===== config.mk =====
export PLATFORM = sky130hd
export DESIGN_NAME = tick_weighted_averaging_resampler
export DESIGN_NICKNAME = d
export VERILOG_FILES = /design/src/rtl/twar_pkg.sv /design/src/rtl/twar_front.sv /design/src/rtl/twar_queue.sv /design/src/rtl/twar_div.sv /design/src/rtl/twar_back.sv /design/src/rtl/tick_weighted_averaging_resampler.sv
export SDC_FILE = /design/constraint.sdc
export NUM_CORES = 2
export LEC_CHECK = 0
export BUFFER_PORTS_ARGS = -buffer_cell sky130_fd_sc_hd__buf_2
export CAP_MARGIN = 20
export CORE_AREA = 2 2 246 248
export DETAILED_ROUTE_END_ITERATION = 8
export DIE_AREA = 0 0 248 250
export PLACE_DENSITY = 0.77
export SYNTH_ARGS = -nofsm -noshare
export SYNTH_HDL_FRONTEND = slang
export SYNTH_SLANG_ARGS = --single-unit

===== constraint.sdc =====
create_clock -name clk -period 8.7 [get_ports clk]
set_input_delay 1.305 -clock clk [delete_from_list [all_inputs] [get_ports clk]]
set_output_delay 1.305 -clock clk [all_outputs]
set_load 0.02 [all_outputs]

===== src/rtl/twar_pkg.sv =====
// twar_pkg: shared types and constants of the tick weighted averaging resampler.
// No dependencies; every other file of the block but twar_queue imports it.
`default_nettype none

package twar_pkg;

    // Field widths
    localparam int LEVEL_W  = 20;
    localparam int TICKS_W  = 10;
    localparam int SHARES_W = 4;
    localparam int SAMPLE_W = 16;
    localparam int CPS_W    = 32;

    // Internal widths
    localparam int PHASE_W  = 33;
    localparam int SUM_W    = 48;
    localparam int TOTAL_W  = 26;
    localparam int PROD_W   = LEVEL_W + TICKS_W + 1;   // level * ticks, signed
    localparam int SHR_W    = 5;                       // saturated shares, up to MAX_SOURCES + 1
    localparam int DIV_W    = TOTAL_W + SHR_W;         // tick_total * shares

    // Samples per item, at most
    localparam int MAX_OUT  = 64;
    localparam int CNT_W    = $clog2(MAX_OUT);

    // Queue between front and back
    localparam int QUEUE_DEPTH = 2;

    localparam logic [CPS_W-1:0] MIN_CPS   = 32'd4096;
    localparam logic [CPS_W-1:0] CPS_RESET = 32'd11609;

    // Register indexes
    localparam int CFG_IDX_W = 1;
    localparam logic [CFG_IDX_W-1:0] REG_CPS  = 1'b0;
    localparam logic [CFG_IDX_W-1:0] REG_MUTE = 1'b1;

    typedef struct packed {
        logic signed [LEVEL_W-1:0] level;
        logic [TICKS_W-1:0]        ticks;
        logic [SHARES_W-1:0]       shares;
    } item_t;

    typedef struct packed {
        logic signed [SAMPLE_W-1:0] sample;
        logic                       last;
    } result_t;

    // Classified request as it sits in the queue
    typedef struct packed {
        logic signed [PROD_W-1:0] prod;
        logic [TICKS_W-1:0]       ticks;
        logic [SHR_W-1:0]         shares;
    } entry_t;

    typedef struct packed {
        logic [CPS_W-1:0] cps;
        logic             mute;
    } cfg_t;

    typedef struct packed {
        logic idle;
        logic div_busy;
    } bstat_t;

    typedef enum logic [1:0] {
        ST_IDLE,
        ST_CHECK,
        ST_DIV,
        ST_EMIT
    } back_state_t;

endpackage

`default_nettype wire


===== src/rtl/twar_front.sv =====
// twar_front: classifies an incoming request (share saturation, level * ticks).
// Depends on twar_pkg.
`default_nettype none

module twar_front #(
    parameter int MAX_SOURCES = 8
) (
    input  wire logic             item_valid,
    output logic                  item_ready,
    input  wire twar_pkg::item_t  item,
    input  wire logic             q_full,
    output logic                  push,
    output twar_pkg::entry_t      entry
);
    import twar_pkg::*;

    localparam logic [SHR_W-1:0] SHARE_CAP = SHR_W'(MAX_SOURCES + 1);

    logic [SHR_W-1:0] shares_sat;

    // Zero shares count as one, too many saturate
    always_comb
    begin
        shares_sat = {1'b0, item.shares};
        priority if (shares_sat == '0)
        begin
            shares_sat = SHR_W'(1);
        end
        else if (shares_sat > SHARE_CAP)
        begin
            shares_sat = SHARE_CAP;
        end
    end

    // Weighted level and queue entry
    always_comb
    begin
        entry.prod   = item.level * $signed({1'b0, item.ticks});
        entry.ticks  = item.ticks;
        entry.shares = shares_sat;
    end

    assign item_ready = !q_full;
    assign push       = item_valid && !q_full;

endmodule

`default_nettype wire


===== src/rtl/twar_queue.sv =====
// twar_queue: small FIFO between front and back.
// Depends on nothing; DEPTH must be a power of two of at least two.
`default_nettype none

module twar_queue #(
    parameter int DEPTH = 2,
    parameter int W     = 8
) (
    input  wire logic         clk,
    input  wire logic         rst_n,
    input  wire logic         push,
    input  wire logic [W-1:0] wdata,
    input  wire logic         pop,
    output logic [W-1:0]      rdata,
    output logic              full,
    output logic              valid
);
    localparam int AW = $clog2(DEPTH);
    localparam int LW = $clog2(DEPTH + 1);

    logic [W-1:0]  mem_reg [DEPTH];
    logic [AW-1:0] wr_ptr_reg;
    logic [AW-1:0] rd_ptr_reg;
    logic [LW-1:0] count_reg;

    // Pointers and fill level
    always_ff @(posedge clk or negedge rst_n)
    begin
        if (!rst_n)
        begin
            wr_ptr_reg <= '0;
            rd_ptr_reg <= '0;
            count_reg  <= '0;
        end
        else
        begin
            if (push)
            begin
                wr_ptr_reg <= wr_ptr_reg + AW'(1);
            end
            if (pop)
            begin
                rd_ptr_reg <= rd_ptr_reg + AW'(1);
            end
            if (push && !pop)
            begin
                count_reg <= count_reg + LW'(1);
            end
            else if (pop && !push)
            begin
                count_reg <= count_reg - LW'(1);
            end
        end
    end

    // Storage
    always_ff @(posedge clk)
    begin
        if (push)
        begin
            mem_reg[wr_ptr_reg] <= wdata;
        end
    end

    assign rdata = mem_reg[rd_ptr_reg];
    assign full  = (count_reg == LW'(DEPTH));
    assign valid = (count_reg != '0);

endmodule

`default_nettype wire


===== src/rtl/twar_div.sv =====
// twar_div: restoring divider, one quotient bit per cycle, with signed 16-bit clamp.
// Depends on twar_pkg.
`default_nettype none

module twar_div (
    input  wire logic                          clk,
    input  wire logic                          rst_n,
    input  wire logic                          start,
    input  wire logic                          neg,
    input  wire logic [twar_pkg::SUM_W-1:0]    dividend,
    input  wire logic [twar_pkg::DIV_W-1:0]    divisor,
    output logic                               busy,
    output logic                               done,
    output logic signed [twar_pkg::SAMPLE_W-1:0] quot
);
    import twar_pkg::*;

    localparam int STEP_W = $clog2(SUM_W);
    localparam logic [STEP_W-1:0] LAST_STEP = STEP_W'(SUM_W - 1);
    localparam logic [SUM_W-1:0] POS_LIMIT = SUM_W'(32767);
    localparam logic [SUM_W-1:0] NEG_LIMIT = SUM_W'(32768);

    logic              busy_reg;
    logic              done_reg;
    logic [STEP_W-1:0] step_reg;
    logic [DIV_W-1:0]  rem_reg;
    logic [SUM_W-1:0]  dq_reg;      // dividend shifts out, quotient shifts in
    logic [DIV_W-1:0]  dvs_reg;
    logic              neg_reg;

    logic [DIV_W:0]    trial;
    logic [DIV_W:0]    diff;
    logic              ge;
    logic [DIV_W-1:0]  rem_next;
    logic [SUM_W-1:0]  dq_next;

    // One restoring step
    always_comb
    begin
        trial    = {rem_reg, dq_reg[SUM_W-1]};
        diff     = trial - {1'b0, dvs_reg};
        ge       = (trial >= {1'b0, dvs_reg});
        rem_next = ge ? diff[DIV_W-1:0] : trial[DIV_W-1:0];
        dq_next  = {dq_reg[SUM_W-2:0], ge};
    end

    // Control
    always_ff @(posedge clk or negedge rst_n)
    begin
        if (!rst_n)
        begin
            busy_reg <= 1'b0;
            done_reg <= 1'b0;
            step_reg <= '0;
        end
        else
        begin
            done_reg <= 1'b0;
            if (start)
            begin
                busy_reg <= 1'b1;
                step_reg <= '0;
            end
            else if (busy_reg)
            begin
                step_reg <= step_reg + STEP_W'(1);
                if (step_reg == LAST_STEP)
                begin
                    busy_reg <= 1'b0;
                    done_reg <= 1'b1;
                end
            end
        end
    end

    // Datapath
    always_ff @(posedge clk)
    begin
        if (start)
        begin
            rem_reg <= '0;
            dq_reg  <= dividend;
            dvs_reg <= divisor;
            neg_reg <= neg;
        end
        else if (busy_reg)
        begin
            rem_reg <= rem_next;
            dq_reg  <= dq_next;
        end
    end

    // Sign and clamp to 16 bits
    always_comb
    begin
        if (neg_reg)
        begin
            quot = (dq_reg > NEG_LIMIT) ? -16'sd32768 : -$signed(dq_reg[SAMPLE_W-1:0]);
        end
        else
        begin
            quot = (dq_reg > POS_LIMIT) ? 16'sd32767 : $signed(dq_reg[SAMPLE_W-1:0]);
        end
    end

    assign busy = busy_reg;
    assign done = done_reg;

endmodule

`default_nettype wire


===== src/rtl/twar_back.sv =====
// twar_back: accumulates queued requests, runs the phase, divides and emits samples.
// Depends on twar_pkg and twar_div.
`default_nettype none

module twar_back #(
    parameter int PHASE_FRAC_BITS = 8
) (
    input  wire logic             clk,
    input  wire logic             rst_n,
    input  wire twar_pkg::cfg_t   cfg,
    input  wire logic             q_valid,
    input  wire twar_pkg::entry_t q_entry,
    output logic                  q_pop,
    output logic                  result_valid,
    input  wire logic             result_ready,
    output twar_pkg::result_t     result,
    output twar_pkg::bstat_t      status
);
    import twar_pkg::*;

    back_state_t              state_reg;
    back_state_t              state_next;
    logic [PHASE_W-1:0]       phase_reg;
    logic signed [SUM_W-1:0]  ws_reg;
    logic [TOTAL_W-1:0]       tt_reg;
    logic [SHR_W-1:0]         shares_reg;
    logic signed [SAMPLE_W-1:0] held_reg;
    logic                     last_reg;
    logic [CNT_W-1:0]         n_reg;
    logic                     res_valid_reg;
    result_t                  res_reg;

    logic [CPS_W-1:0]         cps_eff;
    logic [PHASE_W-1:0]       cps_ph;
    logic [PHASE_W-1:0]       adv;
    logic [PHASE_W-1:0]       phase_sub;
    logic                     fire;
    logic                     last_calc;
    logic                     out_free;
    logic                     div_start;
    logic                     load_res;
    logic                     ws_neg;
    logic [SUM_W-1:0]         ws_mag;
    logic [DIV_W-1:0]         dvs;
    logic                     div_busy;
    logic                     div_done;
    logic signed [SAMPLE_W-1:0] div_q;

    // Phase arithmetic
    always_comb
    begin
        cps_eff   = (cfg.cps < MIN_CPS) ? MIN_CPS : cfg.cps;
        cps_ph    = {1'b0, cps_eff};
        adv       = PHASE_W'(q_entry.ticks) << PHASE_FRAC_BITS;
        fire      = (phase_reg >= cps_ph);
        phase_sub = phase_reg - cps_ph;
        last_calc = (phase_sub < cps_ph) || (n_reg == CNT_W'(MAX_OUT - 1));
        out_free  = !res_valid_reg || result_ready;
    end

    // Divider operands
    always_comb
    begin
        ws_neg = ws_reg[SUM_W-1];
        ws_mag = ws_neg ? SUM_W'(-ws_reg) : SUM_W'(ws_reg);
        dvs    = DIV_W'(tt_reg) * DIV_W'(shares_reg);
    end

    twar_div u_div (
        .clk      (clk),
        .rst_n    (rst_n),
        .start    (div_start),
        .neg      (ws_neg),
        .dividend (ws_mag),
        .divisor  (dvs),
        .busy     (div_busy),
        .done     (div_done),
        .quot     (div_q)
    );

    // Next state
    always_comb
    begin
        state_next = state_reg;
        unique case (state_reg)
            ST_IDLE:
            begin
                if (q_valid)
                begin
                    state_next = ST_CHECK;
                end
            end
            ST_CHECK:
            begin
                if (!fire)
                begin
                    state_next = ST_IDLE;
                end
                else if (tt_reg != '0)
                begin
                    state_next = ST_DIV;
                end
                else
                begin
                    state_next = ST_EMIT;
                end
            end
            ST_DIV:
            begin
                if (div_done)
                begin
                    state_next = ST_EMIT;
                end
            end
            ST_EMIT:
            begin
                if (out_free)
                begin
                    state_next = last_reg ? ST_IDLE : ST_CHECK;
                end
            end
            default:
            begin
                state_next = ST_IDLE;
            end
        endcase
    end

    // Outputs of the sequencer
    always_comb
    begin
        q_pop     = (state_reg == ST_IDLE) && q_valid;
        div_start = (state_reg == ST_CHECK) && fire && (tt_reg != '0);
        load_res  = (state_reg == ST_EMIT) && out_free;
    end

    // State and running sums
    always_ff @(posedge clk or negedge rst_n)
    begin
        if (!rst_n)
        begin
            state_reg     <= ST_IDLE;
            phase_reg     <= '0;
            ws_reg        <= '0;
            tt_reg        <= '0;
            held_reg      <= '0;
            n_reg         <= '0;
            res_valid_reg <= 1'b0;
        end
        else
        begin
            state_reg <= state_next;
            if (q_pop)
            begin
                ws_reg    <= ws_reg + SUM_W'(q_entry.prod);
                tt_reg    <= tt_reg + TOTAL_W'(q_entry.ticks);
                phase_reg <= phase_reg + adv;
                n_reg     <= '0;
            end
            else if ((state_reg == ST_CHECK) && fire)
            begin
                phase_reg <= phase_sub;
                ws_reg    <= '0;
                tt_reg    <= '0;
                n_reg     <= n_reg + CNT_W'(1);
            end
            if ((state_reg == ST_DIV) && div_done)
            begin
                held_reg <= div_q;
            end
            if (load_res)
            begin
                res_valid_reg <= 1'b1;
            end
            else if (result_ready)
            begin
                res_valid_reg <= 1'b0;
            end
        end
    end

    // Per-request payload
    always_ff @(posedge clk)
    begin
        if (q_pop)
        begin
            shares_reg <= q_entry.shares;
        end
        if ((state_reg == ST_CHECK) && fire)
        begin
            last_reg <= last_calc;
        end
        if (load_res)
        begin
            res_reg.sample <= cfg.mute ? '0 : held_reg;
            res_reg.last   <= last_reg;
        end
    end

    assign result_valid    = res_valid_reg;
    assign result          = res_reg;
    assign status.idle     = (state_reg == ST_IDLE);
    assign status.div_busy = div_busy;

endmodule

`default_nettype wire


===== src/rtl/tick_weighted_averaging_resampler.sv =====
// Tick weighted averaging resampler. Each request (level, ticks, shares) adds
// level*ticks and ticks to running sums and advances a fractional phase by
// ticks << PHASE_FRAC_BITS; every time the phase passes counts_per_sample one
// sample is emitted (at most 64 per request, last marks the final one). The
// first sample of a run is the sum over (ticks * shares), truncated toward
// zero and clamped to 16 bits; later samples of the run repeat it, and mute
// zeroes the output only. Requests enter a two-entry queue, one per cycle
// while it is not full, as the back end works. The back end takes a request
// in IDLE and checks the phase in CHECK; each sample then passes CHECK and
// EMIT, and the first sample of a run when ticks were seen also passes DIV:
// it goes through a one bit per cycle divider of the 48-bit sum. A finished
// sample waits in an output register, so the next request is taken while it
// is pending.
// Depends on twar_pkg, twar_front, twar_queue, twar_back (and twar_div).
`default_nettype none

module tick_weighted_averaging_resampler #(
    parameter int MAX_SOURCES     = 8,
    parameter int PHASE_FRAC_BITS = 8
) (
    input  wire logic                              clk,
    input  wire logic                              rst_n,
    input  wire logic                              item_valid,
    output logic                                   item_ready,
    input  wire twar_pkg::item_t                   item,
    output logic                                   result_valid,
    input  wire logic                              result_ready,
    output twar_pkg::result_t                      result,
    input  wire logic                              cfg_we,
    input  wire logic [twar_pkg::CFG_IDX_W-1:0]    cfg_index,
    input  wire logic [twar_pkg::CPS_W-1:0]        cfg_data
);
    import twar_pkg::*;

    localparam int ENTRY_W = $bits(entry_t);

    logic [CPS_W-1:0]   cps_reg;
    logic               mute_reg;
    cfg_t               cfg;
    logic               q_full;
    logic               q_valid;
    logic               push;
    logic               q_pop;
    entry_t             entry_in;
    entry_t             entry_out;
    logic [ENTRY_W-1:0] entry_bits;
    bstat_t             bstat;

    // Configuration registers
    always_ff @(posedge clk or negedge rst_n)
    begin
        if (!rst_n)
        begin
            cps_reg  <= CPS_RESET;
            mute_reg <= 1'b0;
        end
        else if (cfg_we)
        begin
            unique case (cfg_index)
                REG_CPS:  cps_reg  <= cfg_data;
                REG_MUTE: mute_reg <= cfg_data[0];
                default:  ;
            endcase
        end
    end

    assign cfg.cps  = cps_reg;
    assign cfg.mute = mute_reg;

    twar_front #(
        .MAX_SOURCES (MAX_SOURCES)
    ) u_front (
        .item_valid (item_valid),
        .item_ready (item_ready),
        .item       (item),
        .q_full     (q_full),
        .push       (push),
        .entry      (entry_in)
    );

    twar_queue #(
        .DEPTH (QUEUE_DEPTH),
        .W     (ENTRY_W)
    ) u_queue (
        .clk   (clk),
        .rst_n (rst_n),
        .push  (push),
        .wdata (entry_in),
        .pop   (q_pop),
        .rdata (entry_bits),
        .full  (q_full),
        .valid (q_valid)
    );

    assign entry_out = entry_t'(entry_bits);

    twar_back #(
        .PHASE_FRAC_BITS (PHASE_FRAC_BITS)
    ) u_back (
        .clk          (clk),
        .rst_n        (rst_n),
        .cfg          (cfg),
        .q_valid      (q_valid),
        .q_entry      (entry_out),
        .q_pop        (q_pop),
        .result_valid (result_valid),
        .result_ready (result_ready),
        .result       (result),
        .status       (bstat)
    );

    // The back end takes only what the queue holds
    assert property (@(posedge clk) disable iff (!rst_n) q_pop |-> q_valid)
        else $error("queue popped while empty");

    // An accepted request is waiting in the queue in the next cycle
    assert property (@(posedge clk) disable iff (!rst_n)
        item_valid && item_ready |=> q_valid)
        else $error("accepted request lost before the back end");

    // The divider never runs while the back end is between requests
    assert property (@(posedge clk) disable iff (!rst_n) bstat.idle |-> !bstat.div_busy)
        else $error("divider busy with back end idle");

endmodule

`default_nettype wire


==> results_dict.tcl <==
set metrics [dict create \
    period_minus_slack_ns 6.485 \
    drc_errors 0 \
    routed_wirelength_microns 77680 \
    clock-sinks 400 \
    avgRoutedWirePerCell_microns 16.68 \
    path_clk_slew_ns 0.06 \
    report.final.slew_viol_count 0 \
    gp_congestion 0.8928 \
    cp_common_cell "fa_1" \
    layout_commonest_cell "inv_1" \
    drive_gt1_frac 0.07639 \
    post-cts-setup-buffers 0 \
    seqCellArea_sq_um 10830 \
    yosys.cell_types.count 78 \
    ant_nets 0 \
    crit_fanout 22 \
    grt_max_degree 94 \
    tns_ns 0 \
    cts_tree "built" \
    coreArea_sq_um 59570 \
    dr_total_vias 27030 \
    num-fill-cells 4947 \
    viasPerCell 5.804 \
    finalHoldViolCount 0 \
    area_growth_pct 7.220 \
    floorplan.die.height_microns 250 \
    worst_slack_ns 2.215 \
    synthFlopType "edfxtp_1" \
    arrival_ns 6.81 \
    largest_reg_flops 90 \
    layout_common_cells "inv_1 (400), nand2_1 (388), o21ai_0 (298), ha_1 (298), fa_1 (230)" \
    synth_edf_count 192 \
    ys_ff_latch 400 \
    fin_nets 4437 \
    status "completed" \
    drtPass1Iterations 5 \
    numCtsBuffers 47 \
    grt-ovfl-total 0 \
    tightest_slew_ns 0.8965 \
    grt_usage 0.2545 \
    cp_slowest_cell "fa_1" \
    hp-class "reg -> reg" \
    cp_cell_sequence "buf_2 -> nand2_1 -> fa_1 -> fa_1 -> inv_1 -> fa_1 -> inv_1 -> fa_1 -> inv_1 -> fa_1 -> ha_1 -> a21o_1 -> a21o_1 -> a21oi_1 -> a31oi_1 -> o21ai_0 -> a21boi_0 -> o31ai_1 -> nand3_1 -> o311ai_0" \
    rsz0062_at_grt "no" \
    period_share 0.7454 \
    dp_slack_ns 1.675 \
    syn_area_per_cell_sq_um 9.200 \
    htree_levels 2 \
    power.leakage_nw 17.37 \
    grt_pass1_wl_microns 129800 \
    setup_viol 0 \
    final_area_sq_um 37960 \
    crit_family "adder cells" \
    multiInputGateArea_sq_um 22490 \
    ys_async_sr_fraction 0.4425 \
    fp-row-count 90 \
    ios 91 \
    cts_resized 0 \
    synth_cells 3848 \
    fmax_mhz 154.2 \
    drt_iter0_markers 1429 \
    diodes 0 \
    place_area_sq_um 36400 \
    cp-end-kind "flop" \
    fp.dieArea_sq_um 62000 \
    totalPowerFinal_mw 16.16 \
    max_stage_delay_ns 0.53 \
    crit_required_ns 9.03 \
    yosysWarnings 0 \
    insertion_delay_ns 0.60 \
    cts_hold_buf 0 \
    p_per_area_nw_per_um2 425.8 \
    post-route-util 0.6372 \
    synthesis.area_sq_um 35400 \
    die_w_microns 248 \
    cts-root-buf "clkbuf_16" \
    antenna_found_initial 1 \
    port_buffers 90 \
    synth.yosys.seq_area_share 0.3058 \
    clock_path_buffers 3 \
    skew_ns 0.03818 \
    drv_cap 0 \
    relSlewSlack 0.4024 \
    critical_path_buf_inv_count 4 \
    start_util 0.5943 \
    grt_pass1_vias 26570 \
    peakVddDrop_mv 0.2421 \
    post-dp-hpwl_microns 58140 \
    critPathLaunchType "input port" \
    worst-setup-path-type "in -> reg" \
    synth_fp_nets 4448 \
]
-- area by class of cell --
type / instances / share of cell area
clock inverters: 27 / 0.006757
multi-input cells: 2875 / 0.5926
well taps: 782 / 0.02578
inverters: 401 / 0.03965
repair buffers: 112 / 0.01744
flip-flops and latches: 400 / 0.2853
clock buffers: 60 / 0.03253
-- where the power goes --
part	internal (mW)	leakage [nW]	total, mW	switching (mW)
Sequential	3.18	4.39	3.79	0.610
Combinational	4.30	12.3	10.5	6.15
Clock	1.10	0.721	1.92	0.817
-- logic make-up (layout without fill, tap and decap cells) --
kind of cell               after synthesis  in the layout  synth area share
buffers and inverters                  573            600           0.06104
DFF                                    400            400            0.3058
adders and majority gates              528            528            0.2354
and+or+nand+nor                       1155           1155            0.1626
xor gates and xnor gates               215            215           0.05319
muxes                                   85             85           0.02622
AOI/OAI and AO/OA                      892            892            0.1558
-- through the flow --
step	hold slack [ns]	std cells
floorplan	0.4231	3848
global placement	0.4521	4566
detailed placement	0.4683	4566
CTS	0.4815	4653
global route	0.5104	4657
finish	0.4702	4657
-- routing by layer --
metal / share of wire / vias to the layer above / track usage
li1: - / 13270 / -
met1: 0.47 / 12920 / 0.3603
met2: 0.45 / 696 / 0.4102
met3: 0.059 / 136 / 0.03753
met4: 0.023 / 2 / 0.06484
met5: 0.00015 / - / 0
-- final timing paths --
kind | from | endpoint | slack, ns | cells after the start
setup / recovery | item[8] | u_queue.mem_reg[1][34] | 2.21 | 20
hold / removal | u_back.held_reg[6] | u_back.held_reg[6] | 0.47 | 2
setup reg to reg | cps_reg[16] | u_back.last_reg | 2.27 | 22
hold reg to reg | u_back.held_reg[6] | u_back.held_reg[6] | 0.47 | 2
max in group asynchronous | rst_n | u_back.ws_reg[35] | 6.00 | 3
min in group asynchronous | rst_n | u_back.u_div.step_reg[2] | 0.72 | 1
-- synth_stat cells (25+ instances only) --
cell | instances | area [sq um]
nor3_1 | 41 | 205.2
clkbuf_1 | 154 | 578.1
o31ai_1 | 36 | 270.3
xor2_1 | 105 | 919.6
o21ai_0 | 298 | 1491
mux2_2 | 62 | 698.2
nand4_1 | 30 | 187.7
and2_1 | 206 | 1289
inv_1 | 400 | 1501
nor2_1 | 165 | 619.3
fa_1 | 230 | 4604
ha_1 | 298 | 3729
edfxtp_1 | 192 | 5766
a21o_1 | 84 | 630.6
nand2b_1 | 40 | 250.2
dfxtp_1 | 31 | 620.6
nand2_1 | 388 | 1456
dfrtp_1 | 169 | 4229
a21oi_1 | 222 | 1111
a31oi_1 | 29 | 181.4
and3_1 | 28 | 175.2
nor2b_1 | 57 | 356.6
nor4_1 | 25 | 156.4
xnor2_1 | 110 | 963.4
o21bai_1 | 29 | 217.7
nand3_1 | 105 | 525.5
a211oi_1 | 48 | 360.4
-- worst register-to-register path: cells and delay by family (launching register included) --
| family | cells | cell delay (ns) |
|---|---|---|
| xor gates and xnor gates | 1 | 0.13 |
| DFF | 1 | 0.37 |
| and+or+nand+nor | 8 | 2.02 |
| AOI/OAI and AO/OA | 10 | 2.70 |
| adders and majority gates | 3 | 0.94 |
(Power assumes the default switching activity.)
